===== src/rtl/assert_macros.svh =====
// assertion helpers used by edf_back
`ifndef ASSERT_MACROS_SVH
`define ASSERT_MACROS_SVH
`ifndef ASSERT_OFF
`define EDF_ASSERT(lbl, clk, rstn, prop) \
  lbl: assert property (@(posedge clk) disable iff (!rstn) (prop)) \
    else $error("edf assertion failed");
`define EDF_NEVER(lbl, clk, rstn, cond) \
  `EDF_ASSERT(lbl, clk, rstn, !(cond))
`else
`define EDF_ASSERT(lbl, clk, rstn, prop)
`define EDF_NEVER(lbl, clk, rstn, cond)
`endif
`endif


===== src/rtl/edf_pkg.sv =====
`default_nettype none
package edf_pkg;

  localparam int MAX_TASKS_DEF = 16;
  localparam int TASK_ID_W = 4;
  localparam int TIME_W = 32;

  localparam logic [1:0] OP_TICK         = 2'd0;
  localparam logic [1:0] OP_CREATE_PLAIN = 2'd1;
  localparam logic [1:0] OP_CREATE_RT    = 2'd2;
  localparam logic [1:0] OP_SELECT       = 2'd3;

  localparam logic [1:0] STAT_OK   = 2'd0;
  localparam logic [1:0] STAT_FULL = 2'd1;
  localparam logic [1:0] STAT_IDLE = 2'd2;
  localparam logic [1:0] STAT_TICK = 2'd3;

  typedef struct packed {
    logic [1:0]        op;
    logic [TIME_W-1:0] start_ms;
    logic [TIME_W-1:0] relative_deadline_ms;
    logic              task_done;
  } req_t;

  typedef struct packed {
    logic [1:0]           status;
    logic [TASK_ID_W-1:0] task_id;
    logic                 is_realtime;
    logic [TIME_W-1:0]    now_ms;
    logic [TIME_W-1:0]    met_count;
    logic [TIME_W-1:0]    miss_count;
  } rsp_t;

  typedef struct packed {
    logic ins;
    logic app;
    logic rem;
    logic pop;
  } list_ctl_t;

endpackage
`default_nettype wire


===== src/rtl/edf_front.sv =====
`default_nettype none
module edf_front (
  input  logic          clk_i,
  input  logic          rst_ni,
  input  logic          in_valid_i,
  output logic          in_stall_o,
  input  edf_pkg::req_t in_req_i,
  output logic          q_valid_o,
  input  logic          q_pop_i,
  output edf_pkg::req_t q_req_o
);
  import edf_pkg::*;

  req_t       mem_q [2];
  logic       wr_ptr_q, wr_ptr_d;
  logic       rd_ptr_q, rd_ptr_d;
  logic [1:0] cnt_q, cnt_d;
  logic       push, pop;

  assign in_stall_o = (cnt_q == 2'd2);
  assign q_valid_o  = (cnt_q != 2'd0);
  assign q_req_o    = mem_q[rd_ptr_q];
  assign push       = in_valid_i && !in_stall_o;
  assign pop        = q_pop_i && q_valid_o;

  always_comb begin
    wr_ptr_d = push ? ~wr_ptr_q : wr_ptr_q;
    rd_ptr_d = pop ? ~rd_ptr_q : rd_ptr_q;
    cnt_d    = cnt_q + {1'b0, push} - {1'b0, pop};
  end

  always_ff @(posedge clk_i) begin
    if (push) begin
      mem_q[wr_ptr_q] <= in_req_i;
    end
  end

  always_ff @(posedge clk_i or negedge rst_ni) begin
    if (!rst_ni) begin
      wr_ptr_q <= 1'b0;
      rd_ptr_q <= 1'b0;
      cnt_q    <= 2'd0;
    end else begin
      wr_ptr_q <= wr_ptr_d;
      rd_ptr_q <= rd_ptr_d;
      cnt_q    <= cnt_d;
    end
  end

endmodule
`default_nettype wire


===== config.mk =====
export PLATFORM = sky130hd
export DESIGN_NAME = edf_front
export DESIGN_NICKNAME = d
export VERILOG_FILES = /design/src/rtl/assert_macros.svh /design/src/rtl/edf_pkg.sv /design/src/rtl/edf_front.sv
export SDC_FILE = /design/constraint.sdc
export NUM_CORES = 1
export LEC_CHECK = 0
export BUFFER_PORTS_ARGS = -buffer_cell sky130_fd_sc_hd__clkbuf_2
export CORE_MARGIN = 2
export CORE_UTILIZATION = 40
export CTS_BUF_LIST = sky130_fd_sc_hd__clkbuf_8
export CTS_CLUSTER_SIZE = 12
export DETAILED_ROUTE_END_ITERATION = 6
export PLACE_DENSITY = 0.7
export SLEW_MARGIN = 15
export SYNTH_ARGS = -nofsm -noshare
export SYNTH_HDL_FRONTEND = slang
export SYNTH_SLANG_ARGS = --single-unit

===== constraint.sdc =====
create_clock -name clk_i -period 5.7 [get_ports clk_i]
set_input_delay 1.14 -clock clk_i [delete_from_list [all_inputs] [get_ports clk_i]]
set_output_delay 1.14 -clock clk_i [all_outputs]
set_load 0.01 [all_outputs]

Word-level counts from Yosys, hierarchy flattened
Memory sizes are Yosys's and may differ from the RTL's.
Cells that the tools add are included.
{ "op_classes": {"add_sub_neg": 2, "n_eq_ne": 1, "muxes": 2, "n_bitwise": 2, "reduce_logical": 4} }
{ "op_table": {"columns": ["operator", "n"], "rows": [
  ["adder 2 x 1 -> 2 bit", 1],
  ["equality test 2 bit, second input constant", 1],
  ["logical AND 1 bit", 2],
  ["two-way mux 1 bit", 2],
  ["inverter 1 bit", 2],
  ["nonzero test 2 bit", 1],
  ["subtractor 2 x 1 -> 2 bit", 1],
  ["logical NOT 1 bit", 1]
]} }
{ "totals": {"regBits": 4, "ramBits": 134, "inputBits": 71, "output_inout_bits": 69, "word_cells": 15, "memories": 1} }
{ "memory_table": {"columns": ["memory", "depth", "width", "rd", "rd_clocked_by_memory_dff", "wr", "line_no", "source"], "rows": [
  ["mem_q", 2, 67, 1, 0, 1, "edf_front.sv:14", "req_t mem_q [2];"]
]} }

Depth between registers and ports, before layout
{ "logic_depth": {"ltp_word": 5, "ltp_mapped": 7, "ltp_nobuf": 7} }

Worst setup path after synthesis
No wires, ideal clock.
{ "synth_path": {"kind": "in2reg", "from": "input port in_valid_i", "to": "memory mem_q[0][0] (netlist bit) (enable)", "setup_ps": 492, "arrival_time_ps": 4033, "required_time_ps": 5208, "path_slack_ps": 1174, "path_stages": 2, "path_buffers": 0, "cell_sequence": "nand2_1 nor2_1"} }
{ "synth_via": {"elab_chain_len": 3} }
{ "synth_rtl": {"columns": ["item", "line_no", "source"], "rows": [
  ["start: declaration", "edf_front.sv:5", "input logic in_valid_i,"],
  ["logical AND 1 bit", "edf_front.sv:23", "assign push = in_valid_i && !in_stall_o;"],
  ["two-way mux 1 bit", "edf_front.sv:33", "if (push) begin"],
  ["two-way mux 1 bit (implied by the code)", "edf_front.sv:34", "mem_q[wr_ptr_q] <= in_req_i;"],
  ["end: declaration", "edf_front.sv:14", null]
]} }
No other way between the ends.

==> impl_metrics.csv <==
group,metric,value,unit
layout,final_cell_mix,"clkbuf_2 (139), edfxtp_1 (134), mux2_2 (47)",
grt,grt_pass1_wl,12300,µm
sta,holdWs,0.492,ns
yosys,ys_warn_count,0,
drt,first_iter_violations,131,
setup_path,worst_ep_required_time,4.56,ns
clocking,cts_tree,"yes",
grt,grt_max_degree,69,
pwr,seqPwrFrac,47.1,%
layout,fin_area,0.00645,mm²
yosys,ys_ff_latch,138,
pwr,power.density,510,mW/mm²
yosys,synth_flop_cell,"edfxtp_1",
layout,multiInputGateArea,935,µm²
sta,timing.setup.tns,0,ns
worst_hold_path,worst_hold_path_type,"input pin to asynchronous set/reset pin",
drt,via_count,2584,
pwr,power_frac_comb,27.2,%
clocking,clkTransAtPathRegs,0.07,ns
sta,setup_viol,0,
yosys,syn_inst,227,
floorplanning,die_h,117,µm
pwr,p_int,2.36,mW
layout,drive_gt1_share,62.2,%
drt,drtAntennaViolNets,0,
sta,period_needed,3.30,ns
floorplanning,dieArea,0.0137,mm²
floorplanning,rows,41,
drt,via_per_inst,4.58,
clocking,clock_path_buffers,2,
sta,max_freq,303,MHz
yosys,synthArstFlopShare,2.90,%
setup_path,crit_path_end_kind,"primary output",
floorplanning,io_pins,140,
yosys,synth_seq_area_share,80.4,%
sta,post-route-period-util,57.9,%
floorplanning,coreArea,0.0126,mm²
setup_path,arrival,2.16,ns
grt,grt-ovfl-total,0,
layout,ff_latch_area,0.00413,mm²
yosys,syn_nets,300,
layout,final_util,51.3,%
yosys,postSynthAreaPerCell,22.6,µm²
clocking,root_buffer,"clkbuf_8",
pwr,ir_drop,0.000451,V
layout,nFillCells,1036,
setup_path,worstSetupPathType,"register to primary output",
sta,fin_worst_skew,0.00648,ns
placed_design,dp_hpwl,5190,µm
grt,grt_pass1_vias,2632,
drt,wl_per_cell,14.9,µm
sta,finalHoldViolations,0,
pwr,switching_share,28.3,%
placed_design,place_congestion,0.666,
layout,layout.nets,452,
yosys,yosys.cell_types.count,17,
yosys,synth_edf_count,134,
floorplanning,die_w,117,µm
clocking,insertion_delay,0.44,ns
grt,track_usage,12.5,%
clocking,cts_setup_buffers,0,
pwr,leakagePower,2.51,nW
drt,dr.pass1.iters,4,
layout,layout_commonest_cell,"clkbuf_2",
placed_design,portBuffers,139,
setup_path,start_kind,"register",
clocking,cts.sinks,138,
job,maxCapViolations,0,
placed_design,placed_area,0.00599,mm²
drt,routed_wl,8390,µm
clocking,htreeDepth,4,
sta,max_slew_margin,30.8,%
sta,slew_violations,0,
pwr,pwr-share-clk,25.8,%
layout,diodes,0,
placed_design,place_ws,2.44,ns
run_status,status,"finished clean",
floorplanning,initial_core_util,40.8,%
clocking,post_cts_resized,0,
setup_path,cp_max_fo,68,
clocking,cts-buffers-inserted,17,
yosys,synth_area,0.00513,mm²
sta,rsz0062_at_grt,"false",
layout,area_growth,25.8,%
drt,drcViolationCount,0,
grt,grt_antenna_before_repair,0,
sta,worst_slack,2.40,ns
clocking,postCtsHoldBufs,0,
sta,tightest_slew,1.04,ns
pwr,power.net_switching,0.930,mW
path summary, 6_finish.rpt:
kind	from	endpoint	slack, ns	depth (start not counted)
worst min-delay path	rst_ni	wr_ptr_q	0.49	1
worst max-delay path	rd_ptr_q	q_req_o[1]	2.40	2
worst min register to register	cnt_q[0]	cnt_q[0]	0.55	1
min in group clk_i	cnt_q[0]	cnt_q[0]	0.55	1
worst max register to register	cnt_q[0]	mem_q[0][23]	3.69	4
max in group asynchronous	rst_ni	rd_ptr_q	5.07	1
cell families after synthesis:
logic type | share of synthesized area (%)
muxes | 16.2
buffers and inverters | 1.56
adders and majority gates | 0.488
and+or+nand+nor | 0.635
xor gates and xnor gates | 0.684
DFF | 80.4
power by group through the flow:
stage                     registers [mW]  clock network, mW  logic [mW]
final                               1.55              0.847       0.893
after global routing                1.58              0.915       0.979
after CTS                           1.56              0.877       0.897
after detailed placement            1.58                  0       0.894
after global placement              1.57                  0       0.887
after floorplan                     1.46                  0       0.692
cell type report:
class                      count  area share [%]
inverter                       2           0.116
tap                          172            3.34
sequential                   138            64.0
clock inverter                13            2.70
multi-input combinational     79            14.5
timing repair buffer         141            11.3
clock buffer                  19            4.05
flip-flops by register name (all words and copies together), names as in the netlist:
signal / flops
wr_ptr_q: 1
rd_ptr_q: 1
cnt_q: 2
mem_q: 134
synth_stat cells, types with 2 or more instances:
cell type	n	area share, %
xnor2_1	3	0.51
edfxtp_1	134	78
mux2_2	47	10
mux2_4	20	5.9
ha_1	2	0.49
buf_8	2	0.59
dfrtp_1	4	2.0
inv_1	2	0.15
buf_2	4	0.39
buf_6	2	0.44
worst max-delay path, cell delays in order, from the launching register on:
cell	delay, ns
dfrtp_4	1.11
mux2_2	0.43
clkbuf_2	0.14
per-stage QoR:
step	total power, mW	std cells
after floorplan	2.16	227
after global placement	2.45	531
after detailed placement	2.47	531
after CTS	3.33	563
after global routing	3.47	564
final	3.29	564
routing by layer:
metal | up-vias | track usage, % | share of wire [%]
li1 | 1202 | - | -
met3 | 14 | 6.28 | 8.3
met4 | 0 | 7.53 | 2.3
met5 | - | 0 | 0
met2 | 96 | 19.6 | 49
met1 | 1272 | 13.6 | 40
Power figures use the tool's default switching activity.
